$ cat config.mk
export PLATFORM = sky130hd
export DESIGN_NAME = lan_queue
export DESIGN_NICKNAME = d
export VERILOG_FILES = /design/src/rtl/lan_pkg.sv /design/src/rtl/lan_queue.sv
export SDC_FILE = /design/constraint.sdc
export NUM_CORES = 1
export LEC_CHECK = 0
export BUFFER_PORTS_ARGS = -buffer_cell sky130_fd_sc_hd__clkbuf_2
export CORE_AREA = 2 2 230 232
export DETAILED_ROUTE_END_ITERATION = 12
export DIE_AREA = 0 0 232 234
export PLACE_DENSITY = 0.66
export RECOVER_POWER = 100
export SYNTH_ARGS = -nofsm -noshare
export SYNTH_HDL_FRONTEND = slang
export SYNTH_SLANG_ARGS = --single-unit
export TNS_END_PERCENT = 1
$ cat constraint.sdc
create_clock -name clk -period 25 [get_ports clk]
set_input_delay 0 -clock clk [delete_from_list [all_inputs] [get_ports clk]]
set_output_delay 0 -clock clk [all_outputs]
set_load 0.05 [all_outputs]
$ cat src/rtl/lan_pkg.sv
// shared constants, types and helpers of the look-at view matrix block
`default_nettype none
package lan_pkg;

    localparam int WORD_BITS = 32;
    localparam int FRAC_BITS = 16;
    localparam int NORM_BITS = 30;

    // unit vector component, rounded row entry, full cross product
    localparam int UW   = FRAC_BITS + 2;
    localparam int RW   = FRAC_BITS + 3;
    localparam int CW   = 2 * FRAC_BITS + 3;
    localparam int VW   = (WORD_BITS + 1 > CW) ? WORD_BITS + 1 : CW;
    localparam int MAGW = (VW > NORM_BITS) ? VW : NORM_BITS;
    localparam int SW   = 2 * NORM_BITS + 2;
    localparam int LW   = NORM_BITS + 1;
    localparam int QW   = FRAC_BITS + 1;
    localparam int NUMW = NORM_BITS + FRAC_BITS + 1;
    localparam int BW   = (WORD_BITS > RW) ? WORD_BITS : RW;
    localparam int PW   = RW + BW;
    localparam int DW   = PW + 2;
    localparam int CNTW = $clog2(NORM_BITS + 1);

    localparam logic signed [DW-1:0] SAT_HI =
        {{(DW - WORD_BITS + 1){1'b0}}, {(WORD_BITS - 1){1'b1}}};
    localparam logic signed [DW-1:0] SAT_LO =
        {{(DW - WORD_BITS + 1){1'b1}}, {(WORD_BITS - 1){1'b0}}};

    typedef struct packed {
        logic [2:0][WORD_BITS-1:0] cam;
        logic [2:0][WORD_BITS:0]   d;
        logic [2:0][WORD_BITS-1:0] up;
    } job_t;

    typedef enum logic [2:0] {
        NS_IDLE,
        NS_SHIFT,
        NS_SQ,
        NS_ROOT,
        NS_DLOAD,
        NS_DSTEP
    } norm_state_t;

    typedef enum logic [2:0] {
        BS_IDLE,
        BS_NFWD,
        BS_NUP,
        BS_X1,
        BS_NRIGHT,
        BS_X2,
        BS_DOT,
        BS_EMIT
    } back_state_t;

    function automatic logic [WORD_BITS-1:0] sat_word(input logic signed [DW-1:0] x);
        logic [WORD_BITS-1:0] r;
        if (x > SAT_HI)
            r = SAT_HI[WORD_BITS-1:0];
        else if (x < SAT_LO)
            r = SAT_LO[WORD_BITS-1:0];
        else
            r = x[WORD_BITS-1:0];
        return r;
    endfunction

endpackage
`default_nettype wire

$ cat src/rtl/lan_queue.sv
// two-entry queue between front and back
`default_nettype none
module lan_queue (
    input  wire logic          clk,
    input  wire logic          rst_n,
    input  wire lan_pkg::job_t push_data,
    input  wire logic          push_valid,
    output logic               push_ready,
    output lan_pkg::job_t      pop_data,
    output logic               pop_valid,
    input  wire logic          pop_ready
);
    import lan_pkg::*;

    job_t       mem_reg [2];
    logic       wp_reg, wp_next, rp_reg, rp_next;
    logic [1:0] cnt_reg, cnt_next;
    logic       push, pop;

    assign push_ready = cnt_reg != 2'd2;
    assign pop_valid  = cnt_reg != 2'd0;
    assign pop_data   = mem_reg[rp_reg];
    assign push       = push_valid && push_ready;
    assign pop        = pop_valid && pop_ready;

    always_comb
    begin
        wp_next  = push ? !wp_reg : wp_reg;
        rp_next  = pop ? !rp_reg : rp_reg;
        cnt_next = cnt_reg + 2'(push) - 2'(pop);
    end

    always_ff @(posedge clk or negedge rst_n)
    begin
        if (!rst_n)
        begin
            wp_reg  <= 1'b0;
            rp_reg  <= 1'b0;
            cnt_reg <= 2'd0;
        end
        else
        begin
            wp_reg  <= wp_next;
            rp_reg  <= rp_next;
            cnt_reg <= cnt_next;
        end
    end

    always_ff @(posedge clk)
    begin
        if (push)
            mem_reg[wp_reg] <= push_data;
    end

endmodule
`default_nettype wire

==> results.tsv, run 1 <==
metric	value	unit
std_cell_rows	84	
start_kind	register	
finClkSkew	8.63	ps
synthCells	927	
finalHoldViolCount	0	
status	complete, but fails checks	
yosysSeqAreaShare	82.4	%
synth_nets	1223	
finalSetupTns	0	ps
wl_per_cell	19.7	µm
endpoint_kind	primary output	
wl	50.9	mm
io_pins	588	
synth_most_common_cell	edfxtp_1	
ys_warn_count	0	
via_count	12300	
cts_buffer_depth	3	
max_cap_violations	12	
hold_path.class	input port to register	
antenna_found_initial	4	
start_util	41.0	%
synthArstFlopShare	0.683	%
place.gp.congestion	0.787	
cts_tree	built	
synthTopCellsByCount	edfxtp_1, mux2_2, buf_6	
ys_types	18	
core_area	52000	µm²
place.port_buffers	587	
max_freq	89.1	MHz
hpwl	31.4	mm
finalCriticalPeriod	11220	ps
p_leak	9.79	nW
dieArea	54300	µm²
critPathMaxFanout	160	
synth_area	21300	µm²
drt_first_pass_iters	4	
place_area	24900	µm²
cts_sinks	586	
grtUsageTotal	17.9	%
drive_above_1_share	24.0	%
ir_worst_vdd	0.0951	mV
path_class	register to primary output	
avgSynthCellArea	23.0	µm²
clk_pin_slew	60	ps
postCtsSetupBuffers	0	
slew_headroom	-521	%
nets	2143	
htree_levels	2	
largest_reg_flops	582	
finalSetupViolations	0	
die_w	232	µm
synth_top_cell_by_area	edfxtp_1	
cts_made_buffers	58	
grt_pass1_wl	73.6	mm
grt_pass1_vias	13000	
grt_start_max_net_pins	161	
syn2layout_area_growth	35.7	%
viasPerCell	4.74	
tightest_slew	9310	ps
final_area	28900	µm²
cp.required	25000	ps
clkLatencyLatePin	600	ps
final_antenna_net_count	0	
failed_checks	max-capacitance violations, max-slew violations	
grt_overflow_total	0	
cts_root_buf	clkbuf_16	
arrival	11220	ps
power.density	133	nW/µm²
die_h	234	µm
fin_crit_sh	44.9	%
drc_errors	0	
synth_top_flop_cell	edfxtp_1	
yosys-top-cells-area	edfxtp_1, mux2_2, buf_6	
ys_ff_latch	586	
rsz0062_at_grt	no	
first_iter_violations	640	
yosysTopAreaCellShare	81.9	%
synth-edff-count	582	
slew_viol_final	895	
[per-stage QoR]
| stage | power [mW] | setup slack [ps] | std cells | util, % | hold slack, ps |
|---|---|---|---|---|---|
| global route | 4.01 | 12740 | 2583 | 55.6 | 107 |
| finish | 3.86 | 13780 | 2583 | 55.6 | 136 |
| floorplan | 2.76 | 10950 | 927 | - | -296 |
| global placement | 2.99 | 20950 | 2180 | 47.8 | -189 |
| CTS | 3.85 | 20990 | 2579 | 56.9 | 74.4 |
| detailed placement | 3.00 | 20990 | 2180 | 47.8 | -183 |
[critical path, cell delays in order, from the launching register on]
cell	delay, ps
dfrtp_1	2170
clkbuf_1	6590
mux2_2	1050
clkbuf_1	570
[cells by family (layout without fill, tap and decap cells)]
kind of cell | count (synthesis) | after routing | synth area share [%]
buf+inv | 32 | 996 | 1.66
xor+xnor | 3 | 3 | 0.123
simple gates | 11 | 11 | 0.276
other cells | 0 | 4 | 0
compound gates | 3 | 3 | 0.111
fa+ha+maj | 1 | 1 | 0.0587
mux | 291 | 291 | 15.4
flops | 586 | 586 | 82.4
[cells in the final DEF (no fill, tap or decap), drive strengths merged]
master       netlist  final
clkinv             0     22
nor4bb             1      1
dfrtp              4      4
and3               1      1
inv                0      2
a311oi             1      1
nand3              1      1
dlygate4sd3        0    295
xnor2              3      3
clkinvlp           0      1
ha                 1      1
nor2               3      3
or2                1      1
clkbuf             0    673
mux2             291    291
o21ba              1      1
bufinv             0      2
nand2b             1      1
buf               32      1
diode              0      4
o21ai              1      1
edfxtp           582    582
nor2b              1      1
nand2              2      2
[routing by layer]
layer	global-route usage [%]	part of all wire, %
met1	19.8	36
met2	32.1	52
met3	6.03	8.8
met4	6.07	2.7
met5	0	0
[worst paths after layout]
check	startpoint	to	slack (ps)	cells after the start
setup / recovery	rp_reg$_DFFE_PN0P_	pop_data[248]	13780	3
hold / removal	push_data[16]	mem_reg[0][16]$_DFFE_PP_	140	2
setup reg to reg	cnt_reg[0]$_DFF_PN0_	mem_reg[0][32]$_DFFE_PP_	14340	6
hold reg to reg	wp_reg$_DFFE_PN0P_	wp_reg$_DFFE_PN0P_	550	1
max in group asynchronous	rst_n	cnt_reg[0]$_DFF_PN0_	24460	3
min in group asynchronous	rst_n	cnt_reg[1]$_DFF_PN0_	360	3
[area by class of cell]
type	count	area (µm²)
fill	4211	23100
sequential	586	17600
timing repair buffer	892	5340
multi-input combinational	309	3410
clock buffer	77	1570
tap	688	861
clock inverter	27	179
antenna	4	10.0
[where the power goes]
| group | internal [mW] | leakage [nW] | total (mW) | switching, mW |
|---|---|---|---|---|
| clock network | 0.459 | 0.859 | 0.808 | 0.348 |
| logic | 0.429 | 3.47 | 1.61 | 1.19 |
| registers | 1.37 | 5.46 | 1.44 | 0.0652 |
| total | 2.26 | 9.79 | 3.86 | 1.60 |
[timing repair]
item,CTS,global route
endpoints found under the hold margin,590,0
gates resized for setup,0,0
hold buffers,295,0
(Power assumes the default switching activity.)
==> run 2: changes to the inputs <==
Settings changed: ABC_AREA set to 1, CORE_AREA 2 2 230 232 to 2 2 229 231, DIE_AREA 0 0 232 234 to 0 0 231 233, PLACE_DENSITY 0.66 to 0.69.
Clock period 25 ns to 9.32 ns, I/O delays scaled along.
==> results.tsv, run 2 <==
metric	value	unit	change
min_path_cells	2		unchanged
slew_headroom	-199	%	+320 points
std_cell_rows	83		-1.2%
final_common_cell	nand2_1		
synth_most_common_cell	nand2_1		
avgSynthCellArea	13.7	µm²	-40%
max_cap_violations	5		-7
grt_start_max_net_pins	158		-1.9%
path_common_cell	nand2_1		
synthTopCellsByCount	nand2_1, edfxtp_1, buf_2		
clkPwrFrac	20.9	%	about the same
antenna_found_initial	5		+1
synth_top_flop_cell	edfxtp_1		
dieArea	53800	µm²	-0.86%
wl	57.0	mm	+12%
syn2layout_area_growth	36.4	%	
whs_endpoint	mem_reg[1][101]$_DFFE_PP_		
grt_pass1_vias	15700		+21%
endpoint_kind	register		
max_freq	160	MHz	
io_pins	588		unchanged
regArea	17600	µm²	unchanged
largest_reg_flops	582		unchanged
synthArstFlopShare	0.683	%	unchanged
synth_top_cell_by_area	edfxtp_1		
rsz0062_at_grt	no		
failed_checks	max-capacitance violations, max-slew violations		
ir_worst_vdd	0.256	mV	+170%
final_util	56.9	%	+1.2 points
final_area	29100	µm²	+0.40%
cts_buffer_depth	3		unchanged
layout_common_cells	nand2_1, edfxtp_1, clkbuf_1		
clk_pin_slew	60	ps	about the same
p_int	5.68	mW	+150%
finalSetupViolations	0		unchanged
combPwrFrac	44.0	%	+2.2 points
arrival	6410	ps	-4810 ps
synth_area	21300	µm²	-0.15%
tightest_slew	4480	ps	-4830 ps
yosys-top-cells-area	edfxtp_1, nand2_1, buf_2		
timing.hold.ws	130	ps	-5.76 ps
yosysTopAreaCellShare	82.1	%	+0.13 points
path_class	register to register		
viasPerCell	4.81		+1.5%
yosysSeqAreaShare	82.5	%	+0.13 points
finalPower	10.9	mW	+180%
fin_crit_sh	66.9	%	
place.gp.congestion	0.863		+9.7%
synthCells	1551		+67%
crit_slowest_cell	clkbuf_1		
cp.required	9490	ps	-15510 ps
finalCriticalPeriod	6240	ps	
path_cells	inv_1 -> nand2_1 -> nand2_1 -> nor2_4 -> clkbuf_1 -> clkbuf_2		
grt_overflow_total	0		unchanged
finalHoldViolCount	0		unchanged
finalSetupTns	0	ps	unchanged
power.density	373	nW/µm²	+180%
n_fill_cell	4164		-1.1%
nets	2736		+28%
synth_nets	1847		+51%
die_h	233	µm	-0.43%
status	complete, but fails checks		
clkLatencyLatePin	590	ps	about the same
wl_per_cell	18.0	µm	-8.6%
start_kind	register		
die_w	231	µm	-0.43%
multi_input_area	3390	µm²	-0.59%
r2r_setup_slack	3080	ps	-11260 ps
p_leak	11.2	nW	+15%
drive_above_1_share	7.13	%	-17 points
worst-r2r-cell-count	6		unchanged
hold_start	push_data[101]		
grt_pass1_wl	85.6	mm	+16%
via_count	15200		+24%
grtUsageTotal	20.6	%	+2.7 points
ys_warn_count	0		unchanged
final_antenna_net_count	0		unchanged
cts_tree	built		
drc_errors	0		unchanged
core_area	51100	µm²	-1.8%
cts_made_buffers	58		unchanged
first_iter_violations	927		+45%
ys_types	13		-5
seq_power_share	35.2	%	-2.0 points
ys_ff_latch	586		unchanged
slew_viol_final	333		-63%
r2r-end	mem_reg[0][61]$_DFFE_PP_		
postCtsSetupBuffers	0		unchanged
place.port_buffers	587		unchanged
timing.rr.start	cnt_reg[0]$_DFF_PN0_		
start_util	41.7	%	+0.68 points
switching_share	47.6	%	+6.2 points
synth-edff-count	582		unchanged
place_area	24900	µm²	about the same
cts_sinks	586		unchanged
p_switching	5.17	mW	+220%
htree_levels	2		unchanged
finClkSkew	27.1	ps	+18.5 ps
critPathMaxFanout	71		-56%
drt_first_pass_iters	5		+1
slowest_delay	3130	ps	-3460 ps
hpwl	34.1	mm	+8.7%
cts_root_buf	clkbuf_16		
hold_path.class	input port to register		
-- run 2: worst max path at each step --
| stage | to | from |
|---|---|---|
| after global routing | mem_reg[0][128]$_DFFE_PP_ | cnt_reg[0]$_DFF_PN0_ |
| after floorplan | mem_reg[0][0]$_DFFE_PP_ | cnt_reg[1]$_DFF_PN0_ |
| after CTS | pop_data[137] | rp_reg$_DFFE_PN0P_ |
| final | mem_reg[0][61]$_DFFE_PP_ | cnt_reg[0]$_DFF_PN0_ |
| after global placement | pop_data[251] | rp_reg$_DFFE_PN0P_ |
| after detailed placement | pop_data[137] | rp_reg$_DFFE_PN0P_ |
-- run 2: repair_timing --
item / CTS / global route
endpoints found under the hold margin: 590 / 0
hold buffers: 295 / 0
resized for setup: 0 / 0
-- run 2: per-stage QoR --
step / instances / worst slack (ps)
6_report: 3167 / 3080
5_1_grt: 3167 / 2530
4_1_cts: 3162 / 4880
3_5_place_dp: 2765 / 5530
3_3_place_gp: 2765 / 5600
2_1_floorplan: 1551 / -4730
-- run 2: power groups by stage --
stage	clock (mW)	combinational (mW)	sequential [mW]
final	2.27	4.77	3.82
after detailed placement	0	4.80	3.84
after global placement	0	4.77	3.82
after CTS	2.30	4.92	3.79
after floorplan	0	3.62	3.99
after global routing	2.40	5.04	3.87
-- run 2: area by class of cell --
| class | instances | area share, % |
|---|---|---|
| tap | 680 | 2.93 |
| inverter | 8 | 0.129 |
| timing repair buffer | 893 | 18.4 |
| sequential | 586 | 60.5 |
| clock inverter | 31 | 1.08 |
| clock buffer | 71 | 5.24 |
| multi-input combinational | 893 | 11.7 |
| antenna | 5 | 0.0431 |
-- run 2: critical path: cells and delay by family, from the launching register on --
family | cells | cell delay (ps)
DFF | 1 | 390
and+or+nand+nor | 3 | 410
buffers and inverters | 3 | 4950
-- run 2: kinds of logic (layout without fill, tap and decap cells) --
kind of cell    Yosys count  count (layout)  synth area share, %
other cells               0               5                    0
simple gates            889             889                 15.7
xor+xnor                  1               1               0.0411
fa+ha+maj                 1               1               0.0587
flops                   586             586                 82.5
compound gates            2               2               0.0470
buf+inv                  72            1003                 1.64
-- run 2: metal layers --
metal,GRT usage (%),share of wire [%],vias up
li1,-,-,7041
met1,23.7,37,7343
met2,36.2,51,707
met3,5.21,7.9,154
met4,9.09,4.0,0
met5,0,0,-
