--- config.mk ---
export PLATFORM = sky130hd
export DESIGN_NAME = lan_front_flat
export DESIGN_NICKNAME = d
export VERILOG_FILES = /design/src/rtl/lan_pkg.sv /design/src/rtl/lan_in_if.sv /design/src/rtl/lan_front.sv /design/src/flat_wrapper.sv
export SDC_FILE = /design/constraint.sdc
export NUM_CORES = 1
export LEC_CHECK = 0
export BUFFER_PORTS_ARGS = -buffer_cell sky130_fd_sc_hd__buf_2
export CAP_MARGIN = 0
export CORE_AREA = 2 2 227 229
export DETAILED_ROUTE_END_ITERATION = 6
export DIE_AREA = 0 0 229 231
export HOLD_SLACK_MARGIN = 0.12
export PLACE_DENSITY = 0.51
export SETUP_SLACK_MARGIN = 0.4
export SLEW_MARGIN = 20
export SYNTH_ARGS = -nofsm -noshare
export SYNTH_HDL_FRONTEND = slang
export SYNTH_SLANG_ARGS = --single-unit
--- constraint.sdc ---
create_clock -name clk -period 15.5 [get_ports clk]
set_input_delay 1.55 -clock clk [delete_from_list [all_inputs] [get_ports clk]]
set_output_delay 1.55 -clock clk [all_outputs]
set_load 0.02 [all_outputs]
--- src/rtl/lan_pkg.sv ---
// shared constants, types and helpers of the look-at view matrix block
`default_nettype none
package lan_pkg;

    localparam int WORD_BITS = 32;
    localparam int FRAC_BITS = 16;
    localparam int NORM_BITS = 30;

    // unit vector component, rounded row entry, full cross product
    localparam int UW   = FRAC_BITS + 2;
    localparam int RW   = FRAC_BITS + 3;
    localparam int CW   = 2 * FRAC_BITS + 3;
    localparam int VW   = (WORD_BITS + 1 > CW) ? WORD_BITS + 1 : CW;
    localparam int MAGW = (VW > NORM_BITS) ? VW : NORM_BITS;
    localparam int SW   = 2 * NORM_BITS + 2;
    localparam int LW   = NORM_BITS + 1;
    localparam int QW   = FRAC_BITS + 1;
    localparam int NUMW = NORM_BITS + FRAC_BITS + 1;
    localparam int BW   = (WORD_BITS > RW) ? WORD_BITS : RW;
    localparam int PW   = RW + BW;
    localparam int DW   = PW + 2;
    localparam int CNTW = $clog2(NORM_BITS + 1);

    localparam logic signed [DW-1:0] SAT_HI =
        {{(DW - WORD_BITS + 1){1'b0}}, {(WORD_BITS - 1){1'b1}}};
    localparam logic signed [DW-1:0] SAT_LO =
        {{(DW - WORD_BITS + 1){1'b1}}, {(WORD_BITS - 1){1'b0}}};

    typedef struct packed {
        logic [2:0][WORD_BITS-1:0] cam;
        logic [2:0][WORD_BITS:0]   d;
        logic [2:0][WORD_BITS-1:0] up;
    } job_t;

    typedef enum logic [2:0] {
        NS_IDLE,
        NS_SHIFT,
        NS_SQ,
        NS_ROOT,
        NS_DLOAD,
        NS_DSTEP
    } norm_state_t;

    typedef enum logic [2:0] {
        BS_IDLE,
        BS_NFWD,
        BS_NUP,
        BS_X1,
        BS_NRIGHT,
        BS_X2,
        BS_DOT,
        BS_EMIT
    } back_state_t;

    function automatic logic [WORD_BITS-1:0] sat_word(input logic signed [DW-1:0] x);
        logic [WORD_BITS-1:0] r;
        if (x > SAT_HI)
            r = SAT_HI[WORD_BITS-1:0];
        else if (x < SAT_LO)
            r = SAT_LO[WORD_BITS-1:0];
        else
            r = x[WORD_BITS-1:0];
        return r;
    endfunction

endpackage
`default_nettype wire

--- src/rtl/lan_in_if.sv ---
// input channel: camera, target and up vector
`default_nettype none
interface lan_in_if;
    logic                                 valid;
    logic                                 ready;
    logic signed [lan_pkg::WORD_BITS-1:0] cam_x;
    logic signed [lan_pkg::WORD_BITS-1:0] cam_y;
    logic signed [lan_pkg::WORD_BITS-1:0] cam_z;
    logic signed [lan_pkg::WORD_BITS-1:0] target_x;
    logic signed [lan_pkg::WORD_BITS-1:0] target_y;
    logic signed [lan_pkg::WORD_BITS-1:0] target_z;
    logic signed [lan_pkg::WORD_BITS-1:0] up_x;
    logic signed [lan_pkg::WORD_BITS-1:0] up_y;
    logic signed [lan_pkg::WORD_BITS-1:0] up_z;

    modport source (output valid, cam_x, cam_y, cam_z, target_x, target_y, target_z,
                    up_x, up_y, up_z, input ready);
    modport sink (input valid, cam_x, cam_y, cam_z, target_x, target_y, target_z,
                  up_x, up_y, up_z, output ready);
endinterface
`default_nettype wire

--- src/rtl/lan_front.sv ---
// front stage: takes input words and forms the camera-to-target difference
`default_nettype none
module lan_front (
    input  wire logic   clk,
    input  wire logic   rst_n,
    lan_in_if.sink      points,
    output lan_pkg::job_t job,
    output logic        job_valid,
    input  wire logic   job_ready
);
    import lan_pkg::*;

    logic sv_reg, sv_next;
    job_t job_reg, job_next;
    logic take;

    assign points.ready = !sv_reg || job_ready;
    assign take         = points.valid && points.ready;
    assign job          = job_reg;
    assign job_valid    = sv_reg;

    always_comb
    begin
        sv_next  = sv_reg;
        job_next = job_reg;
        if (take)
        begin
            sv_next     = 1'b1;
            job_next.cam = {points.cam_z, points.cam_y, points.cam_x};
            job_next.up  = {points.up_z, points.up_y, points.up_x};
            job_next.d[0] = (WORD_BITS+1)'(points.target_x) - (WORD_BITS+1)'(points.cam_x);
            job_next.d[1] = (WORD_BITS+1)'(points.target_y) - (WORD_BITS+1)'(points.cam_y);
            job_next.d[2] = (WORD_BITS+1)'(points.target_z) - (WORD_BITS+1)'(points.cam_z);
        end
        else if (job_ready)
        begin
            sv_next = 1'b0;
        end
    end

    always_ff @(posedge clk or negedge rst_n)
    begin
        if (!rst_n)
            sv_reg <= 1'b0;
        else
            sv_reg <= sv_next;
    end

    always_ff @(posedge clk)
    begin
        job_reg <= job_next;
    end

endmodule
`default_nettype wire

--- src/flat_wrapper.sv ---
// flat-port wrapper written by rule: the top's interface ports become plain ports
module lan_front_flat import lan_pkg::*;
  (clk, rst_n, job, job_valid, job_ready, points_valid, points_cam_x, points_cam_y, points_cam_z, points_target_x, points_target_y, points_target_z, points_up_x, points_up_y, points_up_z, points_ready);
  lan_in_if points_i ();
  input  wire logic clk;
  input  wire logic rst_n;
  output lan_pkg::job_t job;
  output logic job_valid;
  input  wire logic job_ready;
  input wire logic [$bits(points_i.valid)-1:0] points_valid;
  input wire logic [$bits(points_i.cam_x)-1:0] points_cam_x;
  input wire logic [$bits(points_i.cam_y)-1:0] points_cam_y;
  input wire logic [$bits(points_i.cam_z)-1:0] points_cam_z;
  input wire logic [$bits(points_i.target_x)-1:0] points_target_x;
  input wire logic [$bits(points_i.target_y)-1:0] points_target_y;
  input wire logic [$bits(points_i.target_z)-1:0] points_target_z;
  input wire logic [$bits(points_i.up_x)-1:0] points_up_x;
  input wire logic [$bits(points_i.up_y)-1:0] points_up_y;
  input wire logic [$bits(points_i.up_z)-1:0] points_up_z;
  output wire logic [$bits(points_i.ready)-1:0] points_ready;
  assign points_i.valid = points_valid;
  assign points_i.cam_x = points_cam_x;
  assign points_i.cam_y = points_cam_y;
  assign points_i.cam_z = points_cam_z;
  assign points_i.target_x = points_target_x;
  assign points_i.target_y = points_target_y;
  assign points_i.target_z = points_target_z;
  assign points_i.up_x = points_up_x;
  assign points_i.up_y = points_up_y;
  assign points_i.up_z = points_up_z;
  assign points_ready = points_i.ready;
  lan_front u_core (.clk(clk), .rst_n(rst_n), .points(points_i), .job(job), .job_valid(job_valid), .job_ready(job_ready));
endmodule
==> metrics.csv, run 1 <==
stage;metric;value;unit
clocking;clk_path_buf_depth;3;
layout;post-route-cell-area;19600;sq um
layout;drive_above_1_share;35.8;%
clocking;cts-resized-gates;0;
floorplan;die_x;229;microns
routing;wl_per_cell;18.7;microns
synthesis;synth_xor_area_share;4.68;%
synthesis;ys_ff_latch;292;
critical_path;start_kind;primary input;
placed_design;dp_hpwl;37600;microns
routing;drc;0;
hold_path;min_path_type;register to register;
job;cap_violations;0;
global_route;grt_max_degree;73;
routing;routed_wl;46800;microns
timing;slew_headroom;34.4;%
timing;post-route-period-util;25.1;%
routing;first_pass_iters;5;
global_route;track_usage;17.0;%
floorplan;io_pins;585;
layout;synthToLayoutAreaGrowth;34.1;%
synthesis;seq_area_frac_synth;60.0;%
synthesis;synthArstFlopShare;0.342;%
clocking;htree_levels;2;
layout;mostFrequentLayoutCell;buf_2;
clocking;cts_tree;yes;
global_route;overflow;0;
clocking;numClockSinks;292;
timing;worst_slack;11.61;ns
placed_design;gp_congestion;0.930;
clocking;holdBufCountCts;0;
timing;finalCriticalPeriod;3.89;ns
synthesis;synth_edf_count;291;
routing;via_count;11700;
timing;setup_violations;0;
critical_path;cpMostUsedCell;buf_4;
critical_path;r2r_cells;4;
status;run_status;finished clean;
layout;final_cell_mix;buf_2, edfxtp_1, inv_1, ha_1, a21oi_1;
critical_path;cp_cell_sequence;buf_2 -> nand2b_1 -> and2_4 -> buf_4 -> buf_4;
layout;seqCellArea;8760;sq um
floorplan;design.core.area;50700;sq um
synthesis;ys.warnings.count;0;
critical_path;reg2reg_from;u_core.job_valid;
synthesis;muxShareOfSynthArea;0.214;%
clocking;cts_root_buf;clkbuf_16;
clocking;cts_buffers;39;
critical_path;slowest_delay;0.87;ns
critical_path;arrival;4.05;ns
synthesis;synth_ff_type;edfxtp_1;
synthesis;synthesis.area;14600;sq um
critical_path;reg2reg_to;u_core.job[120];
synthesis;ys_types;69;
global_route;grt_pass1_vias;11500;
layout;largest_register_ffs;291;
hold_path;min_path_cells;2;
critical_path;path_delay_family;buffers and inverters;
floorplan;rows;83;
placed_design;dp_slack;11.00;ns
timing;finalHoldViolCount;0;
critical_path;cp_max_fo;68;
floorplan;dieArea;52900;sq um
critical_path;worstSetupPathType;primary input to register;
power;p_per_area;119;nW/um^2
clocking;clk_pin_slew;0.06;ns
critical_path;required;15.66;ns
floorplan;die_h;231;microns
clocking;post_cts_buffers;0;
power;leakagePower;8.71;nW
routing;drt_iter0_markers;611;
synthesis;synthesis.nets;1584;
critical_path;rrSetupSlack;12.33;ns
critical_path;end_kind;register;
hold_path;holdCritStartpoint;u_core.job_valid;
layout;fin_nets;2183;
clocking;worstSkewPairLatency;0.55;ns
placed_design;portBuffers;584;
critical_path;cp_num_buf_inv;3;
floorplan;start_util;28.8;%
critical_path;slowest_stage;buf_4;
layout;fill_cells;5120;
hold_path;min_to;u_core.job_valid;
timing;drv_slew;0;
timing;max_freq;0.257;GHz
synthesis;syn-instance-count;1193;
power;irDropWorstVdd;0.0000881;V
synthesis;synth_top_family_by_area;compound AO/OA/AOI/OAI gates;
layout;multi_input_area;5210;sq um
synthesis;yosys.area_share.simple;8.69;%
synthesis;synth_fa_ha_area_share;8.63;%
placed_design;place_area;18300;sq um
synthesis;syn_area_per_cell;12.2;sq um
timing;rsz0062_at_grt;false;
timing;worstMarginPinSlew;0.984;ns
global_route;antenna_found_initial;6;
routing;ant_nets;0;
timing;clock_skew;0.0152;ns
synthesis;synth_compound_area_share;13.5;%
power;p_total;2.33;mW
global_route;grt_pass1_wl;69300;microns
routing;viasPerCell;4.68;
timing;setup_tns;0;ns
==> layout make-up <==
cell class | instances | share of cell area (%)
Clock inverter | 25 | 1.51
Tap cell | 680 | 4.34
Inverter | 137 | 2.62
Multi-Input combinational cell | 734 | 26.6
Sequential cell | 292 | 44.7
Clock buffer | 45 | 5.10
Antenna cell | 1 | 0.0128
Timing Repair Buffer | 588 | 15.1
==> cell usage after synthesis (3+ instances only) <==
cell type	number	area, sq um
a211o_1	5	43.8
a211oi_1	10	75.1
a21o_1	36	270
a21oi_1	95	475
a221oi_1	3	26.3
a31o_1	3	26.3
a31oi_1	17	106
a41oi_1	3	26.3
and2_1	3	18.8
and3_1	7	43.8
and4_1	6	52.6
buf_2	8	40.0
clkbuf_1	22	82.6
edfxtp_1	291	8740
fa_1	3	60.1
ha_1	96	1200
inv_1	137	514
nand2_1	60	225
nand2b_1	15	93.8
nand3_1	26	130
nand4_1	13	81.3
nor2_1	63	236
nor2b_1	19	119
nor3_1	9	45.0
nor4_1	9	56.3
o2111ai_1	5	43.8
o211ai_1	10	75.1
o21a_1	14	105
o21ai_0	27	135
o21ai_1	22	110
o21ba_1	3	30.0
o21bai_1	10	75.1
o311ai_1	6	52.6
o31a_1	4	35.0
o31ai_1	3	22.5
or3_1	8	50.1
xnor2_1	58	508
xor2_1	20	175
==> worst max-delay path by stage <==
stage               depth (start not counted)      start  slack, ns              end
global route                                5  job_ready      11.39  u_core.job[120]
global placement                            5  job_ready      11.06  u_core.job[217]
floorplan                                   2  job_ready       6.37    u_core.job[0]
detailed placement                          5  job_ready      11.00   u_core.job[73]
finish                                      5  job_ready      11.61  u_core.job[120]
CTS                                         5  job_ready      11.60  u_core.job[217]
==> cell families after synthesis <==
kind of cell	Yosys count
multiplexers	3
AO/OA/AOI/OAI	301
flip-flops	292
adder cells (fa/ha/maj)	99
buffers and inverters	167
AND/OR/NAND/NOR	253
XOR/XNOR	78
==> metrics by stage <==
stage	cells	util (%)	hold slack (ns)
global placement	2431	36.1	0.511
floorplan	1193	-	0.783
global route	2502	38.7	0.609
finish	2502	38.7	0.552
detailed placement	2431	36.1	0.532
CTS	2501	38.7	0.548
==> power by group <==
part	internal, mW	leakage [nW]	switching (mW)
Sequential	0.952	2.78	0.0156
Combinational	0.169	5.29	0.289
Clock	0.551	0.638	0.357
==> worst min-delay path: cells and delay by family, from the launching register on <==
family / cells / cell delay (ns)
flops: 1 / 0.34
simple gates: 2 / 0.18
==> metal layers <==
layer  global-route usage, %  wire [microns]
met1                    21.3           19500
met2                    29.3           23200
met3                    4.55            3350
met4                    3.77             741
met5                       0              24
Power figures use the tool's default switching activity.
==> run 2: changes to the inputs <==
- CORE_AREA: 2 2 227 229 -> 2 2 228 230
- DIE_AREA: 0 0 229 231 -> 0 0 230 232
- PLACE_DENSITY: 0.51 -> 0.53
- clock period: 15.5 -> 3.4 ns (I/O delays scaled with it)
==> run 2 against run 1 <==
Cell count up 8.1%. Clock skew is 0.0053 ns higher. Worst hold slack worse by 0.34 ns. Clock power grew to 4.1 times the previous value. Die area rose by 0.87%. Clock-buffer cell count down 2.
==> metrics.csv, run 2 (synthesis results as in run 1) <==
stage;metric;value;unit;change
global_route;track_usage;17.7;%;+0.75 points
floorplan;die_x;230;microns;+0.44%
clocking;numClockSinks;292;;unchanged
routing;viasPerCell;4.66;;-0.31%
clocking;cts_buffers;36;;-7.7%
floorplan;dieArea;53400;sq um;+0.87%
power;p_per_area;486;nW/um^2;+310%
timing;drv_slew;0;;unchanged
routing;drc;0;;unchanged
layout;finalNonFillerCells;2704;;+8.1%
timing;post-route-period-util;84.9;%;
timing;max_freq;0.347;GHz;
timing;rsz0062_at_grt;false;;
timing;worstMarginPinSlew;0.715;ns;-0.269 ns
critical_path;required;3.74;ns;-11.92 ns
critical_path;r2r_cells;3;;-1
critical_path;reg2reg_to;u_core.job[60];;
power;irDropWorstVdd;0.000339;V;+290%
critical_path;cp_max_fo;5;;-93%
clocking;worstSkewPairLatency;0.54;ns;about the same
floorplan;design.core.area;50900;sq um;+0.41%
routing;first_pass_iters;5;;unchanged
critical_path;arrival;3.23;ns;-0.82 ns
layout;fin_nets;2388;;+9.4%
routing;routed_wl;49500;microns;+5.9%
critical_path;cp_cell_sequence;dlygate4sd3_1 -> buf_2 -> inv_1 -> ha_1 -> a21o_1 -> nor3_1 -> a21oi_1 -> buf_4 -> a31o_1 -> o31a_1 -> or4b_1 -> o311ai_1;;
hold_path;holdCritStartpoint;points_cam_x[0];;
critical_path;end_kind;register;;
routing;ant_nets;0;;unchanged
hold_path;min_path_cells;3;;+1
critical_path;start_kind;primary input;;
placed_design;placed_cells;2441;;+0.41%
layout;final_util;42.4;%;+3.7 points
layout;synthToLayoutAreaGrowth;47.7;%;
critical_path;worstSetupPathType;primary input to register;;
global_route;overflow;0;;unchanged
global_route;grt_pass1_vias;12800;;+11%
routing;via_count;12600;;+7.7%
global_route;antenna_found_initial;4;;-2
placed_design;dp_hpwl;38100;microns;+1.3%
layout;largest_register_ffs;291;;unchanged
status;run_status;finished clean;;
power;leakagePower;9.52;nW;+9.3%
timing;finalHoldViolCount;0;;unchanged
critical_path;rrSetupSlack;1.50;ns;-10.83 ns
job;cap_violations;0;;unchanged
routing;wl_per_cell;18.3;microns;-2.0%
placed_design;portBuffers;584;;unchanged
clocking;clk_pin_slew;0.05;ns;about the same
floorplan;rows;83;;unchanged
layout;final_cell_mix;buf_2, edfxtp_1, dlygate4sd3_1, inv_1, ha_1;;
hold_path;min_path_type;primary input to register;;
global_route;grt_pass1_wl;73500;microns;+6.1%
global_route;grt_max_degree;57;;-22%
layout;mostFrequentLayoutCell;buf_2;;
timing;finalCriticalPeriod;2.89;ns;
timing;clock_skew;0.0205;ns;+0.00534 ns
critical_path;slowest_stage;dlygate4sd3_1;;
clocking;htree_levels;2;;unchanged
critical_path;reg2reg_from;u_core.job_valid;;
floorplan;start_util;28.7;%;-0.12 points
critical_path;slowest_delay;0.53;ns;-0.34 ns
timing;setup_violations;0;;unchanged
layout;drive_above_1_share;32.8;%;-3.0 points
clocking;clk_path_buf_depth;3;;unchanged
floorplan;io_pins;585;;unchanged
timing;setup_tns;0;ns;unchanged
hold_path;min_to;u_core.job[96];;
clocking;cts_tree;yes;;
placed_design;gp_congestion;0.881;;-5.3%
clocking;cts_root_buf;clkbuf_16;;
timing;slew_headroom;52.3;%;+18 points
routing;drt_iter0_markers;887;;+45%
floorplan;die_h;232;microns;+0.43%
[run 2: changes by cell type in the layout (fill, tap and decap cells not counted), moves of 2 or more]
| cell | before | now |
|---|---|---|
| buf_12 | 0 | 5 |
| buf_4 | 4 | 11 |
| clkinvlp_4 | 0 | 5 |
| bufinv_16 | 5 | 3 |
| clkinv_2 | 8 | 3 |
| dlygate4sd3_1 | 0 | 196 |
| clkbuf_16 | 39 | 36 |
[run 2: power breakdown]
group,internal (mW),leakage (nW),switching [mW]
clock network,2.19,0.539,1.56
registers,4.33,2.78,0.0790
logic,0.945,6.20,1.37
[run 2: layer usage]
metal	global-route usage, %	vias to the layer above	part of all wire, %
li1	-	6036	-
met1	21.3	6057	41
met2	32.1	440	51
met3	4.17	66	6.4
met4	3.95	6	1.7
met5	0	-	0.069
[run 2: how the worst max path moves through the flow]
| stage | from | endpoint | slack [ns] | cells after the start |
|---|---|---|---|---|
| 5_1_grt | points_cam_y[0] | u_core.job[155] | 0.41 | 11 |
| 2_1_floorplan | u_core.job_valid | u_core.job[0] | 0.32 | 2 |
| 4_1_cts | points_cam_x[2] | u_core.job[124] | 0.43 | 11 |
| 3_3_place_gp | points_target_x[0] | u_core.job[128] | 0.25 | 11 |
| 3_5_place_dp | points_target_x[0] | u_core.job[128] | 0.28 | 11 |
| 6_report | points_cam_x[4] | u_core.job[119] | 0.51 | 12 |
[run 2: layout make-up]
type                       count  area, sq um
tap                          680          851
antenna                        1         2.50
timing repair buffer         796         5070
inverter                     137          514
clock buffer                  43          927
multi-input combinational    734         5240
fill                        4919        29300
sequential                   292         8760
clock inverter                21          213
[run 2: timing repair]
action | CTS | global route
hold endpoints to repair | 194 | 0
hold buffers | 196 | 0
setup buffers | 0 | 2
resized for setup | 0 | 4
endpoints found under the setup margin | 0 | 6
[run 2: through the flow]
stage | total power [mW] | instance area, sq um | hold WS, ns | setup slack (ns)
6_report | 10.5 | 21600 | 0.213 | 0.515
2_1_floorplan | 5.81 | 14600 | 0.0444 | 0.325
3_3_place_gp | 6.60 | 18400 | 0.115 | 0.246
5_1_grt | 11.0 | 21600 | 0.191 | 0.409
3_5_place_dp | 6.62 | 18400 | 0.116 | 0.278
4_1_cts | 10.6 | 21500 | 0.178 | 0.427
[run 2: critical path: cells and delay by family]
family          cells  cell delay (ns)
buf+inv             4             0.84
fa+ha+maj           1             0.40
compound gates      5             1.06
simple gates        2             0.59
